File: src/hdl/crc24sb_pkg.sv
// Shared types, constants and CRC-24 helper functions for the Mode S
// syndrome and bit error locator. No dependencies.
package crc24sb_pkg;

   localparam logic [23:0] CRC_POLY = 24'hFFF409;

   // Message lengths in bytes that the locator accepts (56 and 112 bits).
   localparam logic [4:0] SHORT_MSG_BYTES = 5'd7;
   localparam logic [4:0] LONG_MSG_BYTES  = 5'd14;
   localparam logic [4:0] COUNT_MAX       = 5'd31;
   // Number of parity bytes held back from the CRC.
   localparam logic [4:0] PARITY_BYTES    = 5'd3;

   // Highest exponent searched, that is message bits minus one.
   localparam logic [6:0] SHORT_LAST_EXP = 7'd55;
   localparam logic [6:0] LONG_LAST_EXP  = 7'd111;

   typedef enum logic [1:0] {
      LEN_SHORT = 2'd0,
      LEN_LONG  = 2'd1,
      LEN_BAD   = 2'd2
   } len_type;

   typedef enum logic [1:0] {
      STATUS_FOUND   = 2'd0,
      STATUS_NOMATCH = 2'd1,
      STATUS_BADLEN  = 2'd2
   } status_type;

   typedef enum logic [1:0] {
      ST_IDLE   = 2'd0,
      ST_SEARCH = 2'd1,
      ST_DONE   = 2'd2
   } state_type;

   // One finished message handed from the front end to the locator.
   typedef struct packed {
      logic [23:0] syndrome;
      len_type     len;
   } job_type;

   // Multiply a residue by x modulo the generator.
   function automatic logic [23:0] times_x(input logic [23:0] r);
      logic [23:0] shifted;
      shifted = {r[22:0], 1'b0};
      return r[23] ? (shifted ^ CRC_POLY) : shifted;
   endfunction

   // Advance the CRC by one byte, most significant bit first.
   function automatic logic [23:0] crc_byte(input logic [23:0] crc, input logic [7:0] data);
      logic [23:0] r;
      r = crc ^ {data, 16'd0};
      for (int k = 0; k < 8; k++) begin
         r = times_x(r);
      end
      return r;
   endfunction

endpackage

File: src/hdl/crc24sb_front.sv
// Front end: takes message bytes, runs the CRC-24 over all but the final
// three bytes and forms the syndrome on the last byte. Uses crc24sb_pkg.
module crc24sb_front (
   input  logic                 clock,
   input  logic                 reset,
   input  logic                 req_valid,
   output logic                 req_ready,
   input  logic [7:0]           req_data_byte,
   input  logic                 req_last,
   input  logic [23:0]          crc_start,
   output logic                 push_valid,
   input  logic                 push_ready,
   output crc24sb_pkg::job_type push_job
);

   logic [23:0] crc_ff, crc_in;
   logic [23:0] pd_ff, pd_in;
   logic [4:0]  cnt_ff, cnt_in;
   logic [23:0] cur_crc, cur_pd, new_crc, new_pd;
   logic [4:0]  new_cnt;
   logic        accept;

   // A byte is only taken when the queue could hold a finished message.
   assign req_ready  = push_ready;
   assign accept     = req_valid && req_ready;
   assign push_valid = req_valid && req_last;

   always_comb begin
      cur_crc = (cnt_ff == 5'd0) ? crc_start : crc_ff;
      cur_pd  = (cnt_ff == 5'd0) ? 24'd0 : pd_ff;
      new_crc = (cnt_ff >= crc24sb_pkg::PARITY_BYTES)
              ? crc24sb_pkg::crc_byte(cur_crc, cur_pd[23:16]) : cur_crc;
      new_pd  = {cur_pd[15:0], req_data_byte};
      new_cnt = (cnt_ff == crc24sb_pkg::COUNT_MAX) ? cnt_ff : cnt_ff + 5'd1;

      push_job.syndrome = (new_cnt < crc24sb_pkg::PARITY_BYTES) ? 24'd0 : (new_crc ^ new_pd);
      priority if (new_cnt == crc24sb_pkg::SHORT_MSG_BYTES) begin
         push_job.len = crc24sb_pkg::LEN_SHORT;
      end else if (new_cnt == crc24sb_pkg::LONG_MSG_BYTES) begin
         push_job.len = crc24sb_pkg::LEN_LONG;
      end else begin
         push_job.len = crc24sb_pkg::LEN_BAD;
      end

      crc_in = crc_ff;
      pd_in  = pd_ff;
      cnt_in = cnt_ff;
      if (accept) begin
         crc_in = new_crc;
         pd_in  = new_pd;
         cnt_in = req_last ? 5'd0 : new_cnt;
      end
   end

   always_ff @(posedge clock) begin
      if (reset) begin
         cnt_ff <= 5'd0;
      end else begin
         cnt_ff <= cnt_in;
      end
   end

   always_ff @(posedge clock) begin
      crc_ff <= crc_in;
      pd_ff  <= pd_in;
   end

endmodule

File: src/hdl/crc24sb_queue.sv
// Short queue of finished messages between the front end and the locator.
// Uses crc24sb_pkg for the entry type.
module crc24sb_queue #(
   parameter int DEPTH = 2
) (
   input  logic                 clock,
   input  logic                 reset,
   input  logic                 push_valid,
   output logic                 push_ready,
   input  crc24sb_pkg::job_type push_job,
   output logic                 pop_valid,
   input  logic                 pop_ready,
   output crc24sb_pkg::job_type pop_job
);

   localparam int PTR_W = (DEPTH > 1) ? $clog2(DEPTH) : 1;
   localparam int CNT_W = $clog2(DEPTH + 1);
   localparam logic [PTR_W-1:0] LAST_PTR = PTR_W'(DEPTH - 1);
   localparam logic [CNT_W-1:0] FULL_CNT = CNT_W'(DEPTH);

   crc24sb_pkg::job_type entry_ff [DEPTH];
   logic [PTR_W-1:0] wr_ptr_ff, wr_ptr_in;
   logic [PTR_W-1:0] rd_ptr_ff, rd_ptr_in;
   logic [CNT_W-1:0] cnt_ff, cnt_in;
   logic             do_push, do_pop;

   assign push_ready = (cnt_ff != FULL_CNT);
   assign pop_valid  = (cnt_ff != '0);
   assign pop_job    = entry_ff[rd_ptr_ff];
   assign do_push    = push_valid && push_ready;
   assign do_pop     = pop_valid && pop_ready;

   always_comb begin
      wr_ptr_in = wr_ptr_ff;
      rd_ptr_in = rd_ptr_ff;
      cnt_in    = cnt_ff;
      if (do_push) begin
         wr_ptr_in = (wr_ptr_ff == LAST_PTR) ? '0 : wr_ptr_ff + PTR_W'(1);
      end
      if (do_pop) begin
         rd_ptr_in = (rd_ptr_ff == LAST_PTR) ? '0 : rd_ptr_ff + PTR_W'(1);
      end
      if (do_push && !do_pop) begin
         cnt_in = cnt_ff + CNT_W'(1);
      end else if (do_pop && !do_push) begin
         cnt_in = cnt_ff - CNT_W'(1);
      end
   end

   always_ff @(posedge clock) begin
      if (reset) begin
         wr_ptr_ff <= '0;
         rd_ptr_ff <= '0;
         cnt_ff    <= '0;
      end else begin
         wr_ptr_ff <= wr_ptr_in;
         rd_ptr_ff <= rd_ptr_in;
         cnt_ff    <= cnt_in;
      end
   end

   always_ff @(posedge clock) begin
      if (do_push) begin
         entry_ff[wr_ptr_ff] <= push_job;
      end
   end

   a_cnt_bound: assert property (@(posedge clock) disable iff (reset)
      cnt_ff <= FULL_CNT)
      else $error("queue count beyond depth");

   a_cnt_push: assert property (@(posedge clock) disable iff (reset)
      do_push && !do_pop |=> cnt_ff != '0)
      else $error("queue empty after a push");

   a_ptrs_empty: assert property (@(posedge clock) disable iff (reset)
      cnt_ff == '0 |-> wr_ptr_ff == rd_ptr_ff)
      else $error("queue pointers differ while empty");

endmodule

File: src/hdl/crc24sb_locate.sv
// Back end: walks x^e mod G over every exponent of the message length and
// reports the lowest bit index whose flip gives the syndrome. Uses crc24sb_pkg.
module crc24sb_locate (
   input  logic                 clock,
   input  logic                 reset,
   input  logic                 pop_valid,
   output logic                 pop_ready,
   input  crc24sb_pkg::job_type pop_job,
   output logic                 rsp_valid,
   input  logic                 rsp_ready,
   output logic [23:0]          rsp_syndrome,
   output logic [6:0]           rsp_error_bit,
   output logic [1:0]           rsp_locate_status
);

   crc24sb_pkg::state_type state_ff, state_in;
   logic [23:0] syn_ff, syn_in;
   logic [23:0] res_ff, res_in;
   logic [6:0]  exp_ff, exp_in;
   logic [6:0]  last_exp_ff, last_exp_in;
   logic [6:0]  bit_ff, bit_in;
   logic        found_ff, found_in;
   logic        bad_ff, bad_in;
   logic        load;
   crc24sb_pkg::status_type status;

   // Next state.
   always_comb begin
      state_in = state_ff;
      unique case (state_ff)
         crc24sb_pkg::ST_IDLE: begin
            if (pop_valid) begin
               state_in = (pop_job.len == crc24sb_pkg::LEN_BAD)
                        ? crc24sb_pkg::ST_DONE : crc24sb_pkg::ST_SEARCH;
            end
         end
         crc24sb_pkg::ST_SEARCH: begin
            if (exp_ff == last_exp_ff) begin
               state_in = crc24sb_pkg::ST_DONE;
            end
         end
         crc24sb_pkg::ST_DONE: begin
            if (rsp_ready) begin
               state_in = crc24sb_pkg::ST_IDLE;
            end
         end
         default: state_in = crc24sb_pkg::ST_IDLE;
      endcase
   end

   // Outputs of the state machine.
   always_comb begin
      pop_ready = 1'b0;
      rsp_valid = 1'b0;
      unique case (state_ff)
         crc24sb_pkg::ST_IDLE:   pop_ready = 1'b1;
         crc24sb_pkg::ST_SEARCH: ;
         crc24sb_pkg::ST_DONE:   rsp_valid = 1'b1;
         default: ;
      endcase
   end

   assign load = pop_valid && pop_ready;

   // Search datapath. The last match seen is the lowest bit index.
   always_comb begin
      syn_in      = syn_ff;
      res_in      = res_ff;
      exp_in      = exp_ff;
      last_exp_in = last_exp_ff;
      bit_in      = bit_ff;
      found_in    = found_ff;
      bad_in      = bad_ff;
      if (load) begin
         syn_in      = pop_job.syndrome;
         res_in      = 24'd1;
         exp_in      = 7'd0;
         last_exp_in = (pop_job.len == crc24sb_pkg::LEN_LONG)
                     ? crc24sb_pkg::LONG_LAST_EXP : crc24sb_pkg::SHORT_LAST_EXP;
         bit_in      = 7'd0;
         found_in    = 1'b0;
         bad_in      = (pop_job.len == crc24sb_pkg::LEN_BAD);
      end else if (state_ff == crc24sb_pkg::ST_SEARCH) begin
         if (res_ff == syn_ff) begin
            bit_in   = last_exp_ff - exp_ff;
            found_in = 1'b1;
         end
         res_in = crc24sb_pkg::times_x(res_ff);
         exp_in = exp_ff + 7'd1;
      end
   end

   always_ff @(posedge clock) begin
      if (reset) begin
         state_ff <= crc24sb_pkg::ST_IDLE;
      end else begin
         state_ff <= state_in;
      end
   end

   always_ff @(posedge clock) begin
      syn_ff      <= syn_in;
      res_ff      <= res_in;
      exp_ff      <= exp_in;
      last_exp_ff <= last_exp_in;
      bit_ff      <= bit_in;
      found_ff    <= found_in;
      bad_ff      <= bad_in;
   end

   always_comb begin
      priority if (bad_ff) begin
         status = crc24sb_pkg::STATUS_BADLEN;
      end else if (found_ff) begin
         status = crc24sb_pkg::STATUS_FOUND;
      end else begin
         status = crc24sb_pkg::STATUS_NOMATCH;
      end
   end

   assign rsp_syndrome      = syn_ff;
   assign rsp_error_bit     = bit_ff;
   assign rsp_locate_status = status;

   a_exp_bound: assert property (@(posedge clock) disable iff (reset)
      state_ff == crc24sb_pkg::ST_SEARCH |-> exp_ff <= last_exp_ff)
      else $error("search exponent ran past the message length");

   a_found_nonzero: assert property (@(posedge clock) disable iff (reset)
      rsp_valid && status == crc24sb_pkg::STATUS_FOUND |-> syn_ff != 24'd0)
      else $error("zero syndrome reported as a single-bit error");

   a_bit_range: assert property (@(posedge clock) disable iff (reset)
      rsp_valid && status == crc24sb_pkg::STATUS_FOUND |-> bit_ff <= last_exp_ff)
      else $error("error bit beyond message length");

   a_bad_bit_zero: assert property (@(posedge clock) disable iff (reset)
      rsp_valid && bad_ff |-> bit_ff == 7'd0)
      else $error("error bit set on invalid length");

endmodule

File: src/hdl/crc24_syndrome_bit_error_locator_core.sv
// Flow: the last byte of a message enters the queue at its acceptance edge; the
// locator loads it once idle and walks the exponents (one exponent per cycle) of a
// short or long message (none for an invalid length) before the result is shown.
// Throughput: one byte per cycle while the queue has room; the locator takes a new
// message only after the result of the one before has been taken.
// Reset (synchronous): control state clears, crc_start returns to zero; no clearing pass.
//
// Top level of the Mode S CRC-24 syndrome and single-bit error locator.
// Uses crc24sb_pkg, crc24sb_front, crc24sb_queue and crc24sb_locate.
module crc24_syndrome_bit_error_locator_core #(
   parameter int QUEUE_DEPTH = 2
) (
   input  logic        clock,
   input  logic        reset,
   // Configuration: initial CRC value for each message.
   input  logic        csr_valid,
   output logic        csr_ready,
   input  logic [23:0] csr_crc_start,
   // Message bytes.
   input  logic        req_valid,
   output logic        req_ready,
   input  logic [7:0]  req_data_byte,
   input  logic        req_last,
   // One result transaction per message.
   output logic        rsp_valid,
   input  logic        rsp_ready,
   output logic [23:0] rsp_syndrome,
   output logic [6:0]  rsp_error_bit,
   output logic [1:0]  rsp_locate_status
);

   logic [23:0] crc_start_ff, crc_start_in;

   logic                 push_valid, push_ready;
   crc24sb_pkg::job_type push_job;
   logic                 pop_valid, pop_ready;
   crc24sb_pkg::job_type pop_job;

   // The configuration register is always writable. A write takes effect at the
   // first byte of the next message, since the front end samples it only there.
   assign csr_ready    = 1'b1;
   assign crc_start_in = (csr_valid && csr_ready) ? csr_crc_start : crc_start_ff;

   always_ff @(posedge clock) begin
      if (reset) begin
         crc_start_ff <= 24'd0;
      end else begin
         crc_start_ff <= crc_start_in;
      end
   end

   // The front end runs the CRC at one byte per cycle while the queue has room and
   // queues each message, syndrome plus length class, in the cycle of its last byte.
   crc24sb_front u_front (
      .clock         (clock),
      .reset         (reset),
      .req_valid     (req_valid),
      .req_ready     (req_ready),
      .req_data_byte (req_data_byte),
      .req_last      (req_last),
      .crc_start     (crc_start_ff),
      .push_valid    (push_valid),
      .push_ready    (push_ready),
      .push_job      (push_job)
   );

   // The queue lets the front end keep taking bytes of the next message while the
   // locator is still searching or its result transaction is waiting to be taken.
   crc24sb_queue #(
      .DEPTH (QUEUE_DEPTH)
   ) u_queue (
      .clock      (clock),
      .reset      (reset),
      .push_valid (push_valid),
      .push_ready (push_ready),
      .push_job   (push_job),
      .pop_valid  (pop_valid),
      .pop_ready  (pop_ready),
      .pop_job    (pop_job)
   );

   // The locator compares the syndrome against x^e mod G for every exponent of
   // a message of valid length and holds the result registered until it is taken.
   crc24sb_locate u_locate (
      .clock             (clock),
      .reset             (reset),
      .pop_valid         (pop_valid),
      .pop_ready         (pop_ready),
      .pop_job           (pop_job),
      .rsp_valid         (rsp_valid),
      .rsp_ready         (rsp_ready),
      .rsp_syndrome      (rsp_syndrome),
      .rsp_error_bit     (rsp_error_bit),
      .rsp_locate_status (rsp_locate_status)
   );

endmodule

File: config.mk
export PLATFORM = sky130hd
export DESIGN_NAME = crc24_syndrome_bit_error_locator_core
export DESIGN_NICKNAME = d
export VERILOG_FILES = /design/src/hdl/crc24sb_pkg.sv /design/src/hdl/crc24sb_front.sv /design/src/hdl/crc24sb_queue.sv /design/src/hdl/crc24sb_locate.sv /design/src/hdl/crc24_syndrome_bit_error_locator_core.sv
export SDC_FILE = /design/constraint.sdc
export NUM_CORES = 1
export LEC_CHECK = 0
export BUFFER_PORTS_ARGS = -buffer_cell sky130_fd_sc_hd__buf_2
export CORE_MARGIN = 2
export CORE_UTILIZATION = 60
export CTS_CLUSTER_DIAMETER = 60
export DETAILED_ROUTE_END_ITERATION = 6
export PLACE_DENSITY_LB_ADDON = 0.05
export SYNTH_ARGS = -nofsm -noshare
export SYNTH_HDL_FRONTEND = slang
export SYNTH_SLANG_ARGS = --single-unit
File: constraint.sdc
create_clock -name clock -period 3.35 [get_ports clock]
set_input_delay 0.335 -clock clock [delete_from_list [all_inputs] [get_ports clock]]
set_output_delay 0.335 -clock clock [all_outputs]
set_load 0.005 [all_outputs]
Yosys cells after proc, flatten, opt, wreduce, memory -nomap -nowiden

Memories as Yosys holds them, arrays and structs flattened. A register that Yosys moved wholly into a read port is not among the register bits.
Index checks and enable logic that the tools add are counted.

Register bits after elaboration: 154
Latch bits: 0
RAM bits: 52
ROM bits: 0
Bits of input ports: 38
Output and inout bits: 36
Memories: 1

Add/subtract/negate cells: 7
Multipliers: 0
Divide/modulo/power cells: 0
Magnitude comparators: 2
Equality and inequality tests: 13
Shift-type cells: 0
Multiplexer cells: 35
Bitwise operators: 11
Reduce and logical (&&, ||, !) cells: 14

Memory list:

| memory           | words | width | rd ports | clocked after memory_dff | wr ports | line                | RTL |
|---|---|---|---|---|---|---|---|
| u_queue.entry_ff | 2     | 26    | 1        | 1                        | 1        | crc24sb_queue.sv:21 | `crc24sb_pkg::job_type entry_ff [DEPTH];` |

Operator list:

| operator              | count |
|---|---|
| $mux W24              | 13 |
| $not A15 Y15          | 9 |
| $xor A24 B24 Y24      | 2 |
| $eq A24 B24 Y1        | 1 |
| $mux W2               | 9 |
| $mux W5               | 2 |
| $mux W1               | 9 |
| $add A7 B1 Y7 const B | 1 |
| $eq A7 B7 Y1          | 1 |
| $mux W7               | 1 |
| $sub A7 B7 Y7         | 1 |
| $logic_and A1 B1 Y1   | 6 |
| $pmux W2 S3           | 1 |
| $add A5 B1 Y5 const B | 1 |
| $eq A5 B3 Y1 const B  | 1 |
| $eq A5 B4 Y1 const B  | 1 |
| $eq A5 B5 Y1 const B  | 1 |
| $ge A5 B2 Y1 const B  | 1 |
| $logic_not A5 Y1      | 1 |
| $lt A5 B2 Y1 const B  | 1 |
| $eq A2 B1 Y1 const B  | 2 |
| $eq A2 B2 Y1 const B  | 2 |
| $ne A2 B1 Y1 const B  | 2 |
| $ne A2 B2 Y1 const B  | 2 |
| 8 further kinds       | 11 |

Depth between registers and ports, before layout

Word-level depth: 22
Mapped depth: 11

Hierarchy

A second synthesis with hierarchy kept.

Cell total of the unflattened synthesis: 824
Area, all modules: 9800.6 um^2

By module, submodules not included:

| module                                | times used | cells an instance | area an instance (um^2) | seq. area each (um^2) |
|---|---|---|---|---|
| crc24sb_front                         | 1          | 377               | 3985.1                  | 1541.5 |
| crc24sb_locate                        | 1          | 263               | 2837.7                  | 1631.6 |
| crc24sb_queue                         | 1          | 105               | 2097.0                  | 1661.6 |
| crc24_syndrome_bit_error_locator_core | 1          | 79                | 880.8                   | 480.5 |

Worst setup path before layout

OpenSTA, ideal clock, no wires.

Path type: register to register
Start point: register u_queue.cnt_ff[0]
End point: memory u_queue.entry_ff[0][0] (netlist bit) (enable)
Setup time: 0.412 ns
Data arrival time: 2.081 ns
Data required time: 2.938 ns
Setup slack: 0.857 ns
Cell stages (with the launch flop): 5
Clock period less this slack: 2.493 ns
Cell sequence: dfxtp_1 -> nand2b_1 -> and3_1 -> clkbuf_1 -> nor2b_1

Longest elaborated chain between the ends: 4

Ends and longest elaborated chain:

| item                          | line                                        | RTL |
|---|---|---|
| start, declared               | crc24sb_queue.sv:24                         | `logic [CNT_W-1:0] cnt_ff, cnt_in;` |
| start signal, assigned        | crc24sb_queue.sv:58                         | `cnt_ff <= cnt_in;` |
| $ne A2 B2 Y1                  | crc24sb_queue.sv:27                         | `assign push_ready = (cnt_ff != FULL_CNT);` |
| net req_ready                 | crc24_syndrome_bit_error_locator_core.sv:21 | `output logic req_ready,` |
| $logic_and A1 B1 Y1           | crc24sb_queue.sv:30                         | `assign do_push = push_valid && push_ready;` |
| net u_queue.do_push           | crc24sb_queue.sv:25                         | `logic do_push, do_pop;` |
| $mux W1                       | crc24sb_queue.sv:63                         | `if (do_push) begin` |
| $mux W1 (not written as such) | crc24sb_queue.sv:64                         | `entry_ff[wr_ptr_ff] <= push_job;` |
| end, declared                 | crc24sb_queue.sv:21                         |  |

The timed path passes the listed nets, and every way through them passes these cells.

==> flow_metrics.env <==
export IMPL_cts_buffer_depth=3
export IMPL_place_congestion=0.9761
export IMPL_finalHoldViolations=0
export IMPL_cts_tree="built"
export IMPL_hold_class="in2reg"
export IMPL_fp_dieArea_mm2=0.01728
export IMPL_cts_inserted_buffers=22
export IMPL_period_share_pct=90.64
export IMPL_vias=6524
export IMPL_syn2layout_area_growth_pct=12.85
export IMPL_synth_seq_area_share_pct=54.52
export IMPL_holdWs_ns=0.02407
export IMPL_power_density_mw_per_mm2=748.6
export IMPL_via_per_inst=5.708
export IMPL_p_seq_share_pct=42.5
export IMPL_layout_cells_non_filler=1143
export IMPL_r2r_cells=8
export IMPL_core_region_area_mm2=0.01589
export IMPL_htree_levels=1
export IMPL_synth_nets=888
export IMPL_required_ns=3.63
export IMPL_cp_top_family="simple AND/OR/NAND/NOR gates"
export IMPL_hp_start="req_data_byte[2]"
export IMPL_final_util_pct=69.26
export IMPL_ant_nets=0
export IMPL_arrival_ns=3.31
export IMPL_avgRoutedWirePerCell_um=18.28
export IMPL_fin_skew_ns=0.02661
export IMPL_cts_root_buf="clkbuf_16"
export IMPL_pre_cts_slack_ns=0.4103
export IMPL_die_w_um=131.5
export IMPL_post_cts_buffers=0
export IMPL_worst_slew_pin_slew_ns=0.7568
export IMPL_p_int_mw=5.597
export IMPL_slew_headroom_pct=49.17
export IMPL_syn_area_per_cell_um2=11.58
export IMPL_start_kind="flip-flop"
export IMPL_fillerInstances=1207
export IMPL_drive_gt1_share_pct=18.77
export IMPL_rsz0062_at_grt="no"
export IMPL_r2r_slack_ns=0.31
export IMPL_totalWireLength_um=20900
export IMPL_layout_commonest_cell="edfxtp_1"
export IMPL_ctsHoldBuffers=0
export IMPL_criticalPathCategory="reg2reg"
export IMPL_busiest_layer="met2"
export IMPL_fmax_ghz=0.3293
export IMPL_gr_total_overflow=0
export IMPL_setup_viol=0
export IMPL_netSwitchingFraction_pct=32.04
export IMPL_grt_antenna_before_repair=0
export IMPL_cts_repair_resized=0
export IMPL_io_buffers=72
export IMPL_whs_path_depth=1
export IMPL_pwr_share_comb_pct=30.1
export IMPL_report_final_slew_viol_count=0
export IMPL_io_pins=74
export IMPL_syn_area_mm2=0.009749
export IMPL_r2r_start="u_front.cnt_ff[0]"
export IMPL_crit_start="u_front.cnt_ff[0]"
export IMPL_synth_edff_count=127
export IMPL_irDropWorstVdd_uv=409.8
export IMPL_max_stage_delay_ns=0.72
export IMPL_hold_end="u_front.pd_ff[2]"
export IMPL_cts_sinks=202
export IMPL_status="finished, final reports clean"
export IMPL_synth_cell_types=63
export IMPL_synth_ff_latch_count=202
export IMPL_drt_iter0_markers=432
export IMPL_drtPass1Iterations=5
export IMPL_fin_tns_setup_ns=0
export IMPL_maxCapViolCount=0
export IMPL_fin_crit_ns=3.037
export IMPL_cts_clk_slew_worst_paths_ns=0.06
export IMPL_nets=957
export IMPL_switchingPower_mw=2.639
export IMPL_grt_max_degree=41
export IMPL_crit_chain="inv_1 -> ha_1 -> or4b_4 -> buf_4 -> mux2i_4 -> o41ai_1 -> a311oi_1 -> nor3_1"
export IMPL_synth_cells=842
export IMPL_yosysWarnings=0
export IMPL_grtUsageMet2_pct=40.61
export IMPL_crit_path_top_delay_cell="or4b_4"
export IMPL_num_rows=46
export IMPL_placed_area_mm2=0.01033
export IMPL_die_height_um=131.5
export IMPL_endpoint_kind="flip-flop"
export IMPL_first_global_vias=6452
export IMPL_grtUsageMet3_pct=4.282
export IMPL_insertedDiodeCount=0
export IMPL_use_met1_pct=33.15
export IMPL_r2r_end="u_queue.entry_ff[0][10]"
export IMPL_grt_pass1_wl_um=33930
export IMPL_grt_util_all_layers_pct=24.58
export IMPL_design_area_mm2=0.01100
export IMPL_total_power_mw=8.236
export IMPL_drcViolationCount=0
export IMPL_async_flop_share_pct=0
export IMPL_cp_max_fo=38
export IMPL_dp_cells=1103
export IMPL_crit_buf_inv=2
export IMPL_initial_core_util_pct=61.37
export IMPL_synth_flop_cell="edfxtp_1"
export IMPL_leakagePower_nw=4.145
export IMPL_timing_final_ws_setup_ns=0.3135
export IMPL_p_clk_share_pct=27.4
export IMPL_clock_latency_ns=0.51
export IMPL_dp_hpwl_um=14680
export IMPL_mostFrequentLayoutCells="127 x edfxtp_1, 102 x nor2_1, 87 x xnor2_1"
## power by group through the flow
| stage | Combinational (mW) | Clock (mW) | Sequential [mW] |
|---|---|---|---|
| after floorplan | 1.84 | 0 | 3.48 |
| after global placement | 2.40 | 0 | 3.53 |
| after detailed placement | 2.46 | 0 | 3.55 |
| after CTS | 2.48 | 2.30 | 3.50 |
| after global routing | 2.71 | 2.42 | 3.54 |
| final | 2.48 | 2.26 | 3.50 |
## cells by family after synthesis
kind of cell / count (synthesis) / synth area share (%)
AO/OA/AOI/OAI: 110 / 7.431
XOR/XNOR: 138 / 13.77
adder cells (fa/ha/maj): 8 / 1.104
buffers and inverters: 65 / 2.888
flip-flops: 202 / 54.52
multiplexers: 74 / 8.663
other: 1 / 0.03846
AND/OR/NAND/NOR: 244 / 11.59
## layer usage
layer | vias to the layer above | part of all wire (%)
met1 | 3162 | 43
met5 | - | 0
met2 | 225 | 47
met4 | 0 | 3.4
li1 | 3089 | -
met3 | 48 | 6.0
## flip-flops by register name, indices dropped and copies added, names as in the netlist, named ones only
signal and count:
u_locate.last_exp_ff 2, u_queue.wr_ptr_ff 1, u_locate.bad_ff 1, u_locate.found_ff 1, u_queue.entry_ff 52, u_locate.res_ff 24, u_front.cnt_ff 5, u_locate.exp_ff 7
crc_start_ff 24, u_queue.rd_ptr_ff 1, u_front.pd_ff 24, u_locate.rsp_error_bit 7, u_locate.state_ff 2, u_locate.rsp_syndrome 24, u_queue.cnt_ff 2, u_front.crc_ff 24
## worst max path at each step
stage | cells past startpoint | end | slack [ns]
6_report | 8 | u_queue.entry_ff[0][10] | 0.31
3_3_place_gp | 9 | u_queue.entry_ff[0][23] | 0.63
5_1_grt | 8 | u_queue.entry_ff[1][10] | 0.27
4_1_cts | 8 | u_queue.entry_ff[0][10] | 0.39
2_1_floorplan | 4 | u_queue.entry_ff[0][0] | 0.86
3_5_place_dp | 8 | u_queue.entry_ff[0][10] | 0.41
## cells in the mapped netlist, types with 3 or more instances
cell type / number / area [µm²]
buf_1: 7 / 26.28
mux2_2: 30 / 337.8
nand2b_1: 4 / 25.02
nand2_1: 62 / 232.7
o21ai_0: 18 / 90.09
nor2b_1: 5 / 31.28
nor3_1: 9 / 45.04
buf_2: 3 / 15.01
xnor3_1: 7 / 157.7
a21oi_2: 5 / 43.79
a21boi_0: 3 / 22.52
or3_1: 6 / 37.54
buf_4: 3 / 22.52
and2_1: 20 / 125.1
inv_1: 19 / 71.32
xor2_1: 41 / 359.1
nor4_1: 4 / 25.02
a211oi_1: 16 / 120.1
mux2i_1: 38 / 380.4
clkbuf_1: 30 / 112.6
nor2_1: 102 / 382.9
nand3_1: 12 / 60.06
dfxtp_1: 75 / 1501
xnor2_1: 87 / 762.0
ha_1: 7 / 87.58
edfxtp_1: 127 / 3814
buf_6: 3 / 33.78
and3_1: 9 / 56.30
a31oi_1: 5 / 31.28
mux2i_4: 5 / 112.6
a21oi_1: 38 / 190.2
## final cells by class
| cell class | count | area (µm²) | area share [%] |
|---|---|---|---|
| Inverter | 19 | 71.32 | 0.6482 |
| Tap cell | 216 | 270.3 | 2.456 |
| Clock inverter | 6 | 25.02 | 0.2275 |
| Multi-Input combinational cell | 575 | 4169 | 37.89 |
| Clock buffer | 34 | 648.1 | 5.891 |
| Sequential cell | 202 | 5315 | 48.31 |
| Timing Repair Buffer | 91 | 503.0 | 4.572 |
(Power assumes the default switching activity.)
